### config.mk
export PLATFORM = sky130hd
export DESIGN_NAME = bsp_select
export DESIGN_NICKNAME = d
export VERILOG_FILES = /design/src/hw/rtl/bsp_pkg.sv /design/src/hw/rtl/bsp_select.sv
export SDC_FILE = /design/constraint.sdc
export NUM_CORES = 2
export LEC_CHECK = 0
export BUFFER_PORTS_ARGS = -buffer_cell sky130_fd_sc_hd__buf_4
export CAP_MARGIN = 20
export CORE_AREA = 2 2 539 541
export DETAILED_ROUTE_END_ITERATION = 10
export DIE_AREA = 0 0 541 543
export PLACE_DENSITY = 0.43
export RECOVER_POWER = 50
export SLEW_MARGIN = 20
export SYNTH_ARGS = -nofsm -noshare
export SYNTH_HDL_FRONTEND = slang
export SYNTH_SLANG_ARGS = --single-unit
### constraint.sdc
create_clock -name aclk -period 5.8 [get_ports aclk]
set_clock_uncertainty 0.1 [all_clocks]
set_input_delay 1.16 -clock aclk [delete_from_list [all_inputs] [get_ports aclk]]
set_output_delay 1.16 -clock aclk [all_outputs]
set_load 0.05 [all_outputs]
### src/hw/rtl/bsp_pkg.sv
// Shared types, constants and helper functions for the box support point block.
// Used by every module of the block; depends on nothing else.
`default_nettype none

package bsp_pkg;

    localparam int COORD_W     = 32;
    localparam int QUAT_W      = 16;
    localparam int QUAT_FRAC   = 14;
    localparam int NUM_CORNERS = 8;
    localparam int CFG_ADDR_W  = 3;
    localparam int DOT_W       = 2 * COORD_W + 2;
    localparam int ROOT_W      = COORD_W;
    localparam int PROD_W      = 2 * COORD_W;

    localparam int CORNER_LAT  = 6;
    localparam int SELECT_LAT  = 3;
    localparam int ROOT_STEPS  = ROOT_W;
    localparam int DIV_STEPS   = COORD_W;

    typedef enum logic [CFG_ADDR_W-1:0] {
        CFG_MIN_X = 3'd0,
        CFG_MIN_Y = 3'd1,
        CFG_MIN_Z = 3'd2,
        CFG_MAX_X = 3'd3,
        CFG_MAX_Y = 3'd4,
        CFG_MAX_Z = 3'd5
    } cfg_addr_t;

    typedef logic signed [COORD_W-1:0] coord_t;
    typedef logic signed [QUAT_W-1:0]  quat_t;
    typedef logic signed [DOT_W-1:0]   dot_t;

    // Index 0 is x, 1 is y, 2 is z.
    typedef logic [2:0][COORD_W-1:0] vec3_t;

    typedef struct packed {
        coord_t dir_x;
        coord_t dir_y;
        coord_t dir_z;
        coord_t pos_x;
        coord_t pos_y;
        coord_t pos_z;
        quat_t  quat_w;
        quat_t  quat_x;
        quat_t  quat_y;
        quat_t  quat_z;
        coord_t margin;
    } in_item_t;

    typedef struct packed {
        coord_t point_x;
        coord_t point_y;
        coord_t point_z;
    } out_item_t;

    typedef struct packed {
        logic [COORD_W-1:0] bm;
        vec3_t              mag;
        logic [2:0]         neg;
        logic               zero;
    } root_tag_t;

    typedef struct packed {
        logic [2:0] neg;
        logic       zero;
    } div_tag_t;

    // Bit i set selects the maximum for axis i, in mesh corner order.
    function automatic logic [2:0] corner_sel(input int k);
        logic [2:0] sel;
        case (k)
            0:       sel = 3'b010;
            1:       sel = 3'b110;
            2:       sel = 3'b111;
            3:       sel = 3'b011;
            4:       sel = 3'b000;
            5:       sel = 3'b100;
            6:       sel = 3'b101;
            7:       sel = 3'b001;
            default: sel = 3'b000;
        endcase
        return sel;
    endfunction

    function automatic coord_t sat32(input logic signed [63:0] x);
        coord_t res;
        if (x > 64'sd2147483647) begin
            res = 32'sh7fffffff;
        end else if (x < -64'sd2147483648) begin
            res = 32'sh80000000;
        end else begin
            res = 32'(x);
        end
        return res;
    endfunction

endpackage

`default_nettype wire

### src/hw/rtl/bsp_select.sv
// Registered compare tree that keeps the corner with the greatest dot product;
// on a tie the earlier corner wins. Depends on bsp_pkg.
`default_nettype none

module bsp_select (
    input  logic           aclk,
    input  logic           aresetn,
    input  logic           en,
    input  logic           in_valid,
    input  bsp_pkg::dot_t  dot [bsp_pkg::NUM_CORNERS],
    input  bsp_pkg::vec3_t pt [bsp_pkg::NUM_CORNERS],
    output logic           out_valid,
    output bsp_pkg::vec3_t point
);
    import bsp_pkg::*;

    localparam int NA = NUM_CORNERS / 2;
    localparam int NB = NA / 2;

    dot_t  da_reg [NA];
    dot_t  da_next [NA];
    vec3_t pa_reg [NA];
    vec3_t pa_next [NA];
    dot_t  db_reg [NB];
    dot_t  db_next [NB];
    vec3_t pb_reg [NB];
    vec3_t pb_next [NB];
    vec3_t pc_reg, pc_next;
    logic  vld_reg [SELECT_LAT];

    always_comb begin
        for (int i = 0; i < NA; i++) begin
            if (dot[2 * i + 1] > dot[2 * i]) begin
                da_next[i] = dot[2 * i + 1];
                pa_next[i] = pt[2 * i + 1];
            end else begin
                da_next[i] = dot[2 * i];
                pa_next[i] = pt[2 * i];
            end
        end
        for (int i = 0; i < NB; i++) begin
            if (da_reg[2 * i + 1] > da_reg[2 * i]) begin
                db_next[i] = da_reg[2 * i + 1];
                pb_next[i] = pa_reg[2 * i + 1];
            end else begin
                db_next[i] = da_reg[2 * i];
                pb_next[i] = pa_reg[2 * i];
            end
        end
        if (db_reg[1] > db_reg[0]) begin
            pc_next = pb_reg[1];
        end else begin
            pc_next = pb_reg[0];
        end
    end

    always_ff @(posedge aclk) begin
        if (en) begin
            da_reg <= da_next;
            pa_reg <= pa_next;
            db_reg <= db_next;
            pb_reg <= pb_next;
            pc_reg <= pc_next;
        end
    end

    always_ff @(posedge aclk) begin
        if (!aresetn) begin
            for (int j = 0; j < SELECT_LAT; j++) begin
                vld_reg[j] <= 1'b0;
            end
        end else if (en) begin
            vld_reg[0] <= in_valid;
            for (int j = 1; j < SELECT_LAT; j++) begin
                vld_reg[j] <= vld_reg[j-1];
            end
        end
    end

    assign out_valid = vld_reg[SELECT_LAT-1];
    assign point     = pc_reg;

endmodule

`default_nettype wire

==> parameters.txt <==
Parameter                              Value

Status
  Status    complete, but fails checks
  Failing checks    capacitance limit, slew limit

STA
  Worst-Margin Slew    4.45 ns
  Sum of negative setup slack    0 ns
  Hold Vio Cnt, Final    0
  Setup ws final    0.757 ns
  Final Cycle Share    0.870
  Final setup viols    0
  Highest clock rate    198 MHz
  Final min period    5.04 ns
  Slew Viols, Final    47
  Relative slew slack    -1.97
  Unrepaired setup endpoints after global routing    false

Logic synthesis
  Cell area after technology mapping    66600 um2
  Cell count after synthesis    6071
  Ys Warns    0
  Share of the synthesized area in the top cell type    0.483
  Register area share after synthesis    0.483
  Synthesized netlist net count    7833
  Dominant register cell in the synthesized netlist    edfxtp_1
  Area contributors post-synth    edfxtp_1, ha_1, mux2_2
  #FFs+latches synth    1071
  Largest area contributor in the synthesized netlist    edfxtp_1
  Count of flip-flops with a built-in enable after synthesis    1071
  Cell variety after synth    61
  Async set or reset register ratio after synthesis    0
  Synthesized area per cell    11.0 um2

Cells and area
  Proportion of layout cells with a drive suffix above 1    0.305
  Number of inserted filler cells in the final layout    29622
  Net count of the finished layout    9108
  Number of flip-flops under the largest register name    384
  Leading cell types in the layout, fill and taps excluded    buf_4, edfxtp_1, nand3_1
  Cell area after layout    86400 um2
  Layout-stage area growth over the synthesis result    29.8%
  Leading cell type in the layout, fill and taps excluded    buf_4

Critical path
  Ordered cell list for the critical path    dlymetal6s4s_1, buf_4
  Worst-path cell with the longest stage delay    dlymetal6s4s_1
  Buf+Inv Stages, Crit Path    2
  WS Path Type    in2reg
  Critical path fanouts, max    52
  Termination of the worst setup path    pa_reg[225]$_DFFE_PP_
  Maximum single-stage delay on the critical path    3.13 ns
  Worst Setup End Kind    register
  Worst path top cell family by delay    buffers and inverters
  Worst EP arrival    5.40 ns
  Kind of launch point of the worst setup path    primary input
  R2R Path End    db_reg[104]$_DFFE_PP_
  Critical Path Start    en
  Register-to-register setup slack    1.16 ns
  Critical R2R Launch    da_reg[184]$_DFFE_PP_
  Crit. path cell count    2
  Count of cells along the worst register-to-register path    10
  WP data required    6.16 ns

Route
  Vias per Instance    4.98
  WL/cell    28.9 um
  DRT antenna net count    0
  Aggregate routed wire length    327 mm
  Met2 Wirelength    148 mm
  Amount of wire on met3 after detailed routing    24.4 mm
  Highest Signal Layer    met5
  DRT Pass-1 Iters    6
  Initial DRC Count    5031
  Vias    56182
  # DRC    0
  Length of routed wiring on met1    144 mm

Global routing
  GRT Resource Usage Total    0.213
  Pin count of the biggest net entering global routing    183
  Initial antenna violation count    173
  Number of global-route vias before repair    53755
  Remaining global-route overflow    0
  First-pass GRT wire length    439 mm

Clock network
  Clk root buf    clkbuf_16
  Number of buffers created by CTS    147
  TritonCTS clock tree    done
  Clock-pin transition on the worst setup and hold timing paths    0.06 ns
  Buffers inserted during post-CTS setup optimization    0
  Post-cts resize count    0
  Clock latency at the later pin of the worst-skew pair    0.83 ns
  Count of clock tree sinks    1071
  CTS H-Tree Depth    4
  CTS Hold Buffers Added    0
  Deepest clock path buffer count    4

Floorplanning
  Die Width    541 um
  Die height    543 um
  Core Footprint    287000 um2
  Starting Density    0.232
  Std-Cell Rows    197
  Die area    294000 um2
  Number of top-level pins    1397

Placed design
  Worst setup timing slack at the placement stage    0.149 ns
  Port bufs    1396
  Final RePlAce weighted congestion    0.866
  Placed cell areas    81800 um2
  Placed wire-length estimate after detailed placement    259 mm

Power
  Maximum vdd ir drop    0.243 mV
  Total power per unit cell area    357 nW/um2
  Leak pwr    34.9 nW

Hold path
  Type of the tightest min-delay check    reg2reg

Job
  Max-cap check violation count    1
-- cells by family after synthesis --
logic type      after synthesis  share of synthesized area
compound gates             1161                      0.106
fa+ha+maj                   462                     0.0869
buf+inv                     913                     0.0563
mux                         744                      0.130
flops                      1071                      0.483
simple gates               1720                      0.137
-- worst register-to-register path, cell delays in order, from the launching register on --
cell and delay [ns]:
edfxtp_1 0.51, ha_1 0.38, nand4_1 0.14, nor4_2 0.81, nand4_1 0.42, or3_4 0.75
buf_12 0.31, nand3_1 0.28, a21oi_1 0.07, a31oi_1 0.20, o221ai_1 0.31
-- worst min path at each step --
stage,start,endpoint,depth (start not counted)
after floorplan,pb_reg[151]$_DFFE_PP_,point[55]$_DFFE_PP_,1
after global placement,pb_reg[162]$_DFFE_PP_,point[66]$_DFFE_PP_,1
after detailed placement,pb_reg[165]$_DFFE_PP_,point[69]$_DFFE_PP_,1
after CTS,pt[687],pa_reg[303]$_DFFE_PP_,2
after global routing,pb_reg[157]$_DFFE_PP_,point[61]$_DFFE_PP_,1
final,pa_reg[0]$_DFFE_PP_,pb_reg[0]$_DFFE_PP_,1
-- cell type report --
class	count	area, um2	area share
well taps	3781	4730	0.0548
clock buffers	187	3940	0.0456
multi-input cells	4087	30800	0.357
flip-flops and latches	1071	32200	0.372
repair buffers	1563	12100	0.140
diodes	62	155	0.00180
inverters	476	1790	0.0207
clock inverters	64	713	0.00826
-- report_power, final --
group | switching [mW] | internal (mW) | leakage, nW
sequential | 1.13 | 10.6 | 10.5
combinational | 5.90 | 4.08 | 22.1
clock | 3.73 | 5.41 | 2.25
-- cell usage after synthesis (3+ instances only) --
cell type,instances
a211oi_1,21
a21o_1,47
a21oi_1,499
a21oi_2,3
a221oi_1,9
a31oi_1,329
a32oi_1,3
and3_1,7
and4_1,6
buf_1,77
buf_2,43
buf_4,9
buf_6,31
clkbuf_1,277
edfxtp_1,1071
ha_1,462
inv_1,476
mux2_1,200
mux2_2,464
mux2_4,80
nand2_1,297
nand2b_1,334
nand3_1,683
nand4_1,281
nor2_1,35
nor2b_1,14
nor3_1,21
nor4_1,15
o211ai_1,6
o21a_1,9
o21ai_0,72
o221ai_1,132
o31ai_1,7
or2_2,3
or3_1,3
or4_1,11
-- stage by stage --
stage	total power, mW	utilization	instances	hold slack [ns]
2_1_floorplan	17.3	-	6071	0.401
3_3_place_gp	21.8	0.285	10978	0.408
3_5_place_dp	21.9	0.285	10978	0.412
5_1_grt	32.3	0.300	11266	0.428
4_1_cts	31.3	0.301	11229	0.417
6_report	30.8	0.301	11291	0.429
-- layer usage --
metal	vias up	GRT usage
li1	25655	-
met2	2246	0.336
met1	27745	0.285
met3	470	0.0544
met4	66	0.0644
met5	-	0
Power figures use the tool's default switching activity.
